$ cat src/rtl/timer_prescaler_top_search_defines.svh
// Assertion macros shared by the timer prescaler search RTL.
`ifndef TIMER_PRESCALER_TOP_SEARCH_DEFINES_SVH
`define TIMER_PRESCALER_TOP_SEARCH_DEFINES_SVH

// Checks that a property holds on every clock edge outside of reset.
`define TPS_ASSERT(lbl, prop, msg) \
  lbl: assert property (@(posedge clk_i) disable iff (!rst_ni) (prop)) else $error(msg);

// Checks that a condition implies a consequence in the same cycle.
`define TPS_ASSERT_IMP(lbl, pre, post, msg) \
  lbl: assert property (@(posedge clk_i) disable iff (!rst_ni) (pre) |-> (post)) \
    else $error(msg);

`endif

$ cat src/rtl/tps_pkg.sv
// Package with types, constants and helper functions for the prescaler search.
`timescale 1ns / 1ps
`default_nettype none
package tps_pkg;

  localparam int unsigned TPS_LANES = 7;
  localparam logic [6:0] CLOCK_RESET = 7'd16;
  localparam logic [15:0] WIDE_MAX = 16'hFFFF;
  localparam logic [15:0] NARROW_MAX = 16'h00FF;

  typedef struct packed {
    logic        cand;
    logic [15:0] ticks;
    logic [10:0] num;
    logic [6:0]  rem;
    logic [10:0] quo;
  } tps_lane_t;

  typedef struct packed {
    logic        found;
    logic [2:0]  code;
    logic [15:0] ticks;
    logic [10:0] err;
  } tps_pick_t;

  function automatic logic [3:0] div_shift(input logic [2:0] k);
    logic [3:0] s;
    case (k)
      3'd0: s = 4'd0;
      3'd1: s = 4'd3;
      3'd2: s = 4'd5;
      3'd3: s = 4'd6;
      3'd4: s = 4'd7;
      3'd5: s = 4'd8;
      3'd6: s = 4'd10;
      default: s = 4'd0;
    endcase
    return s;
  endfunction

  function automatic tps_lane_t div_step(input tps_lane_t ln, input logic [6:0] c,
                                         input logic [3:0] idx);
    tps_lane_t  r;
    logic [7:0] t;
    r = ln;
    t = {ln.rem, ln.num[idx]};
    if (t >= {1'b0, c}) begin
      t = t - {1'b0, c};
      r.quo[idx] = 1'b1;
    end
    r.rem = t[6:0];
    return r;
  endfunction

endpackage
`default_nettype wire

$ cat src/rtl/tps_pick.sv
// Selects the candidate divider with the smallest error, lowest code on ties.
`timescale 1ns / 1ps
`default_nettype none
module tps_pick
  import tps_pkg::*;
(
  input  tps_lane_t lanes_i [TPS_LANES],
  output tps_pick_t pick_o
);

  always_comb begin
    pick_o = '0;
    for (int k = 0; k < TPS_LANES; k++) begin
      if (lanes_i[k].cand && (!pick_o.found || lanes_i[k].quo < pick_o.err)) begin
        pick_o.found = 1'b1;
        pick_o.code  = 3'(k + 1);
        pick_o.ticks = lanes_i[k].ticks;
        pick_o.err   = lanes_i[k].quo;
      end
    end
  end

endmodule
`default_nettype wire

$ cat src/rtl/timer_prescaler_top_search.sv
// Top level of the timer prescaler and top value search pipeline.
`timescale 1ns / 1ps
`default_nettype none
// Takes one request word per cycle and returns one result word per request at a sustained
// rate of one word per cycle while out_stall_i is low. A request passes seven register stages:
// the input multiplier stage, the candidate stage, four stages of a pipelined restoring
// divider that forms the error of each divider setting three quotient bits at a time (two in
// the last stage), and the selection and output stage. Each stage moves forward when its
// successor has room, so a stalled output only holds back the stages that are full behind it.
module timer_prescaler_top_search
  import tps_pkg::*;
(
  input  wire logic        clk_i,
  input  wire logic        rst_ni,
  input  wire logic        cfg_we_i,
  input  wire logic [6:0]  cfg_wdata_i,
  input  wire logic        in_valid_i,
  output logic             in_stall_o,
  input  wire logic [31:0] requested_period_us_i,
  input  wire logic        wide_counter_i,
  output logic             out_valid_o,
  input  wire logic        out_stall_i,
  output logic             found_o,
  output logic [2:0]       divider_code_o,
  output logic [15:0]      timer_top_o,
  output logic [31:0]      achieved_period_us_o
);

  `include "timer_prescaler_top_search_defines.svh"

  localparam int unsigned NDIV = 5;

  logic [6:0] clock_q;

  logic        v1_q;
  logic [31:0] period1_q;
  logic        wide1_q;
  logic [38:0] prod1_q;

  logic        vp_q      [NDIV];
  logic [31:0] periodp_q [NDIV];
  tps_lane_t   lanes_q   [NDIV][TPS_LANES];
  tps_lane_t   lanes_d   [NDIV][TPS_LANES];
  logic        enp       [NDIV];

  logic        out_valid_q;
  logic        found_q;
  logic [2:0]  code_q;
  logic [15:0] top_q;
  logic [31:0] ach_q;
  logic [31:0] period_out_q;

  logic      en_out, en1;
  tps_pick_t pick;

  assign en_out = !out_valid_q || !out_stall_i;
  always_comb begin
    enp[NDIV-1] = !vp_q[NDIV-1] || en_out;
    for (int j = NDIV - 2; j >= 0; j--) begin
      enp[j] = !vp_q[j] || enp[j+1];
    end
  end
  assign en1        = !v1_q || enp[0];
  assign in_stall_o = !en1;

  always_ff @(posedge clk_i or negedge rst_ni) begin
    if (!rst_ni) begin
      clock_q <= CLOCK_RESET;
    end else if (cfg_we_i) begin
      clock_q <= cfg_wdata_i;
    end
  end

  always_ff @(posedge clk_i or negedge rst_ni) begin
    if (!rst_ni) begin
      v1_q <= 1'b0;
    end else if (en1) begin
      v1_q <= in_valid_i;
    end
  end

  always_ff @(posedge clk_i) begin
    if (en1) begin
      period1_q <= requested_period_us_i;
      wide1_q   <= wide_counter_i;
      prod1_q   <= 39'(requested_period_us_i) * 39'(clock_q);
    end
  end

  always_comb begin
    logic [38:0] t;
    logic [38:0] limit;
    logic [9:0]  mask;
    logic [3:0]  sh;
    logic [3:0]  idx;
    idx   = '0;
    limit = {23'd0, (wide1_q ? WIDE_MAX : NARROW_MAX)};
    for (int k = 0; k < TPS_LANES; k++) begin
      sh   = div_shift(3'(k));
      t    = prod1_q >> sh;
      mask = 10'((11'd1 << sh) - 11'd1);
      lanes_d[0][k].cand  = (t != 39'd0) && (t <= limit);
      lanes_d[0][k].ticks = t[15:0];
      lanes_d[0][k].num   = 11'(prod1_q[9:0] & mask) + 11'(clock_q) - 11'd1;
      lanes_d[0][k].rem   = '0;
      lanes_d[0][k].quo   = '0;
    end
    for (int j = 1; j < NDIV; j++) begin
      for (int k = 0; k < TPS_LANES; k++) begin
        lanes_d[j][k] = lanes_q[j-1][k];
        for (int b = 0; b < 3; b++) begin
          if ((j < NDIV - 1) || (b < 2)) begin
            idx = 4'(13 - 3 * j - b);
            lanes_d[j][k] = div_step(lanes_d[j][k], clock_q, idx);
          end
        end
      end
    end
  end

  always_ff @(posedge clk_i or negedge rst_ni) begin
    if (!rst_ni) begin
      for (int j = 0; j < NDIV; j++) begin
        vp_q[j] <= 1'b0;
      end
    end else begin
      if (enp[0]) begin
        vp_q[0] <= v1_q;
      end
      for (int j = 1; j < NDIV; j++) begin
        if (enp[j]) begin
          vp_q[j] <= vp_q[j-1];
        end
      end
    end
  end

  always_ff @(posedge clk_i) begin
    if (enp[0]) begin
      periodp_q[0] <= period1_q;
    end
    for (int j = 1; j < NDIV; j++) begin
      if (enp[j]) begin
        periodp_q[j] <= periodp_q[j-1];
      end
    end
    for (int j = 0; j < NDIV; j++) begin
      if (enp[j]) begin
        lanes_q[j] <= lanes_d[j];
      end
    end
  end

  tps_pick u_pick (
    .lanes_i (lanes_q[NDIV-1]),
    .pick_o  (pick)
  );

  always_ff @(posedge clk_i or negedge rst_ni) begin
    if (!rst_ni) begin
      out_valid_q <= 1'b0;
    end else if (en_out) begin
      out_valid_q <= vp_q[NDIV-1];
    end
  end

  always_ff @(posedge clk_i) begin
    if (en_out) begin
      found_q      <= pick.found;
      code_q       <= pick.found ? pick.code : 3'd0;
      top_q        <= pick.found ? pick.ticks - 16'd1 : 16'd0;
      ach_q        <= pick.found ? periodp_q[NDIV-1] - 32'(pick.err) : 32'd0;
      period_out_q <= periodp_q[NDIV-1];
    end
  end

  assign out_valid_o          = out_valid_q;
  assign found_o              = found_q;
  assign divider_code_o       = code_q;
  assign timer_top_o          = top_q;
  assign achieved_period_us_o = ach_q;

  `TPS_ASSERT_IMP(a_empty_result, out_valid_o && !found_o,
                  divider_code_o == 3'd0 && timer_top_o == 16'd0 && achieved_period_us_o == 32'd0,
                  "Empty result carries nonzero fields.")
  `TPS_ASSERT_IMP(a_found_code, out_valid_o && found_o, divider_code_o != 3'd0,
                  "Found result has no divider code.")
  `TPS_ASSERT_IMP(a_ach_bound, out_valid_o && found_o, achieved_period_us_o <= period_out_q,
                  "Achieved period exceeds the request.")
  `TPS_ASSERT(a_stall_cause, !in_stall_o || (out_valid_o && out_stall_i),
              "Input stalled while the output is free.")

endmodule
`default_nettype wire

$ cat config.mk
export PLATFORM = sky130hd
export DESIGN_NAME = timer_prescaler_top_search
export DESIGN_NICKNAME = d
export VERILOG_FILES = /design/src/rtl/tps_pkg.sv /design/src/rtl/tps_pick.sv /design/src/rtl/timer_prescaler_top_search.sv
export VERILOG_INCLUDE_DIRS = /design/src /design/src/rtl
export SDC_FILE = /design/constraint.sdc
export NUM_CORES = 2
export LEC_CHECK = 0
export ABC_AREA = 1
export BUFFER_PORTS_ARGS = -buffer_cell sky130_fd_sc_hd__buf_2
export CAP_MARGIN = 20
export CORE_ASPECT_RATIO = 0.6
export CORE_MARGIN = 2
export CORE_UTILIZATION = 58
export CTS_CLUSTER_SIZE = 12
export DETAILED_ROUTE_END_ITERATION = 16
export PLACE_DENSITY = 0.76
export SKIP_CTS_REPAIR_TIMING = 1
export SYNTH_ARGS = -nofsm -noshare
export SYNTH_HDL_FRONTEND = slang
export SYNTH_SLANG_ARGS = --single-unit
export TNS_END_PERCENT = 10
$ cat constraint.sdc
create_clock -name clk_i -period 21.5 [get_ports clk_i]
set_clock_uncertainty 0.15 [all_clocks]
set_input_delay 2.15 -clock clk_i [delete_from_list [all_inputs] [get_ports clk_i]]
set_output_delay 2.15 -clock clk_i [all_outputs]
set_load 0.005 [all_outputs]
### After elaboration in Yosys (flattened, before gate mapping)

Memory sizes are Yosys's and may differ from the RTL's.
Cells that the tools add are included.

| operators by class | value |
|---|---|
| add/sub/neg operators | 92 |
| multiply operators | 1 |
| magnitude comparators | 90 |
| multiplexer cells | 172 |
| reduce and logical (&&, ||, !) cells | 48 |

Operator list:

| cell | number |
|---|---|
| greater-or-equal comparator 8 x 7 -> 1 bit | 77 |
| two-way mux 7 bit | 77 |
| subtractor 7 bit | 77 |
| nonzero test 39 bit | 7 |
| two-way mux 31 bit | 7 |
| two-way mux 1 bit | 87 |
| < comparator 11 bit | 6 |
| <= comparator 39 x 16 -> 1 bit | 1 |
| multiplier 32 x 7 -> 39 bit | 1 |
| <= comparator 36 x 16 -> 1 bit | 1 |
| subtractor 8 x 1 -> 9 bit, second input constant | 4 |
| <= comparator 34 x 16 -> 1 bit | 1 |
| <= comparator 33 x 16 -> 1 bit | 1 |
| <= comparator 32 x 16 -> 1 bit | 1 |
| subtractor 32 x 11 -> 32 bit | 1 |
| <= comparator 31 x 16 -> 1 bit | 1 |
| <= comparator 29 x 16 -> 1 bit | 1 |
| two-way mux 16 bit | 1 |
| subtractor 16 x 1 -> 16 bit, second input constant | 1 |
| zero test 1 bit | 15 |
| logical AND 1 bit | 13 |
| logical OR 1 bit | 13 |
| adder 10 x 7 -> 11 bit | 1 |
| subtractor 11 x 1 -> 11 bit, second input constant | 1 |
| other kinds (7) | 7 |

| storage, ports and cells | value |
|---|---|
| flip-flop bits (word level) | 138 |
| memory bits (writable) | 1770 |
| input port bits | 45 |
| word-level logic and storage cells | 420 |
| memories kept | 2 |

Memory list:

| name | depth | bits a word | read ports | clocked after memory_dff | wr ports | line | source |
|---|---|---|---|---|---|---|---|
| lanes_q | 5 | 322 | 5 | 0 | 5 | timer_prescaler_top_search.sv:42 | `tps_lane_t lanes_q [NDIV][TPS_LANES];` |
| periodp_q | 5 | 32 | 5 | 0 | 5 | timer_prescaler_top_search.sv:41 | `logic [31:0] periodp_q [NDIV];` |

### Logic depth before layout (Yosys ltp)

An unclocked memory read counts as a cell.

| logic depth | value |
|---|---|
| depth after elaboration | 27 |
| gate-level depth with buffers | 107 |

### Cells and area by module

From an unflattened synthesis, not the netlist that was laid out.

| second synthesis, totals | value |
|---|---|
| cell total of the unflattened synthesis | 8474 |
| area total of the unflattened synthesis | 74161.1 um2 |

Modules (own cells, without submodules):

| module | times used | cells each | area an instance (um2) | sequential area each (um2) |
|---|---|---|---|---|
| timer_prescaler_top_search | 1 | 7792 | 70605.2 | 31221.2 |
| tps_pick | 1 | 682 | 3555.9 | 0.0 |

### Worst setup path before layout

Ideal clock, no wire load.

| timing path | value |
|---|---|
| kind | in2out |
| start point | input out_stall_i |
| end point | output in_stall_o |
| arrival time | 19052 ps |
| required time | 19200 ps |
| path slack | 148 ps |
| cell stages on the path | 12 |
| buffers on the path | 0 |
| path through | nand2_1 nor2_1 inv_1 nor2_1 inv_1 nor2_1 inv_1 nor2_1 inv_1 nor2_1 inv_1 nor2_1 |

RTL lines:

| item | line | source |
|---|---|---|
| start, declared | timer_prescaler_top_search.sv:22 | `input wire logic out_stall_i,` |
| end, declared | timer_prescaler_top_search.sv:18 | `output logic in_stall_o,` |

==> results.md <==
* Outcome: finished clean
* Post-route setup TNS at 0 ps
* Slew of the pin with the lowest slew margin at 1059 ps
* Fin crit share at 0.7897
* Clk pin slew, worst setup/hold paths at 60 ps
* Synth top area share at 0.4304
* CP max-delay cell: a2111oi_0
* Vias per inst at 5.857
* TritonCTS clock tree: done
* CTS Sinks at 892
* Synth Area in Compound Gates at 0.1099
* H-tree Lvls at 3
* Synth Flop Type: edfxtp_1
* Final setup violation count at 0
* Root Driver: clkbuf_16
* Maximum root-to-sink buffer count at 3
* RSZ-0062 raised after global routing: no
* Largest area contributor in the netlist: edfxtp_1
* Count leader, synth: nand2_1
* Cell count after synthesis at 6354
* DIE AREA at 108300 sq um
* Hold crit path type: register to register
* Data required time of the critical path at 21880 ps
* Final hold vios at 0
* Post-synthesis mux area share at 0.003860
* Die W at 423.6 microns
* Hold Slack at 260.4 ps
* CP peak stage delay at 870 ps
* Count of pins over their slew limit at 0
* Max cap viols at 0
* Gpl congestion at 0.9376
* Num CTS Buffers at 89
* Post-synth EDFFs at 878
* ANT nets after route at 0
* Clk Latency, worst-skew pair at 710 ps
* Highest Clock Rate at 58.90 MHz
* Flops & latches, synth at 892
* Crit path top cell by count: nand2_1
* IO Count at 99
* 1st-iter DRT viols at 5930
* Area Overhead vs Synth at 7.855%
* CP max FO at 55
* Final Worst Setup Slack at 4522 ps
* Dpl ws at 5153 ps
* Critical Path Start Type: register
* Via count at 46430
* First-pass GRT wire length at 255.9 mm
* Worst path bufs/invs at 6
* Largest net degree at the start of global routing at 97
* Synth async-reset ratio at 0.01570
* Ys Warns at 0
* Via count of the first global-routing pass at 43670
* Synth Area in XOR/XNOR at 0.05233
* Post-Synthesis Net Count at 7257
* Worst path arrival time at 17360 ps
* Crit Path Class: register to register
* Synth Area in Simple Gates at 0.1397
* Die Ht at 255.7 microns
* Crit path max-delay family: compound AO/OA/AOI/OAI gates
* Detailed Place HPWL at 122.1 mm
* Commonest cells post-synth: nand2_1, edfxtp_1, inv_1
* Cell variety after synth at 62
* Synth Area in Adders at 0.2015
* Mapped Area at 61260 sq um
* Core area at 104900 sq um
* Slew headroom at 0.2938
* Number of remaining DRC errors at 0
* Syn_area_per_cell at 9.641 sq um
* Per-cell routed wire length at 20.88 microns
* Layout cell share with drive strength beyond 1 at 0.05128
* Antenna violations before repair at 13
* Site row count at 92
* Total grt overflow at 0
* Number of detailed-route iterations in the first pass at 8
* Largest cells by area after synthesis: edfxtp_1, ha_1, nand2_1
* Initial cell density of the core at 0.5842
* Largest family of logic cells by synthesized area: adder cells
* Tmin final at 16980 ps
* GRT Total Usage at 0.3060
* Routed WL at 165.6 mm
* I/O Buffers at 98
* Sequential area share after synthesis at 0.4361
* Worst setup EP type: register
* Nets at 7376
[flip-flops by register name, summed over array words and instances, names as in the netlist]
name                  cells
lanes_q                 594
periodp_q               160
prod1_q                  39
achieved_period_us_o     32
period1_q                32
timer_top_o              16
clock_q                   7
vp_q                      5
divider_code_o            3
found_o                   1
out_valid_o               1
v1_q                      1
wide1_q                   1
[layout make-up]
cell class	instances	area (sq um)
antenna	5	12.51
clock buffer	108	2320
clock inverter	23	306.5
fill	8324	38790
inverter	802	3048
multi-input combinational	4546	31080
sequential	892	26720
tap	1410	1764
timing repair buffer	142	818.3
[worst reg2reg max path: cells and delay by family, from the launching register on]
| kind | cells | cell delay (ps) |
|---|---|---|
| compound gates | 24 | 7030 |
| fa+ha+maj | 8 | 2390 |
| buf+inv | 6 | 890 |
| flops | 1 | 800 |
| simple gates | 40 | 5590 |
[routing by layer]
| metal | GRT usage | part of all wire |
|---|---|---|
| met3 | 0.07831 | 0.13 |
| met5 | 0 | 0.00014 |
| met4 | 0.06327 | 0.018 |
| met2 | 0.3997 | 0.38 |
| met1 | 0.5020 | 0.47 |
[path summary, 6_finish.rpt]
check | from | end | slack [ps] | cells after the start
setup / recovery | lanes_q[0][1609]$_DFFE_PP_ | achieved_period_us_o[28]$_SDFFCE_PN0P_ | 4520 | 78
hold / removal | periodp_q[0][117]$_DFFE_PP_ | periodp_q[0][149]$_DFFE_PP_ | 260 | 0
setup reg to reg | lanes_q[0][1609]$_DFFE_PP_ | achieved_period_us_o[28]$_SDFFCE_PN0P_ | 4520 | 78
hold reg to reg | periodp_q[0][117]$_DFFE_PP_ | periodp_q[0][149]$_DFFE_PP_ | 260 | 0
max in group asynchronous | rst_ni | clock_q[0]$_DFFE_PN0P_ | 19620 | 1
min in group asynchronous | rst_ni | vp_q[2]$_DFFE_PN0P_ | 1230 | 1
[cell families (layout without fill, tap and decap cells)]
group | Yosys count | after routing
compound gates | 1228 | 1228
xor+xnor | 366 | 366
fa+ha+maj | 858 | 858
buf+inv | 916 | 1075
flops | 892 | 892
mux | 21 | 21
other cells | 0 | 5
simple gates | 2073 | 2073
[placed cells by master (no fill, tap or decap), drive strengths merged, types with 11 or more instances in the layout]
cell and n:
nand4 33, o21a 12, o22ai 13, fa 214, and2 14, buf 141, a211oi 35, ha 644
nor3 71, a21o 17, clkinv 26, nand2 1289, o21ai 545, xnor2 125, mux2 21, inv 795
xor2 241, nor2 420, a21oi 471, edfxtp 878, o21bai 62, nand3 168, clkbuf 109, a221oi 11
nor4 39, dfrtp 13
[through the flow]
step / cells / area, sq um / utilization
floorplan: 6354 / 61260 / -
global placement: 7789 / 63410 / 0.6047
global route: 7925 / 66060 / 0.6300
detailed placement: 7790 / 63420 / 0.6047
CTS: 7921 / 66040 / 0.6298
finish: 7928 / 66070 / 0.6301
Power is left out: the tool's default activity adds up to more than one toggle a clock period on the data nets, which glitch-free logic cannot reach.
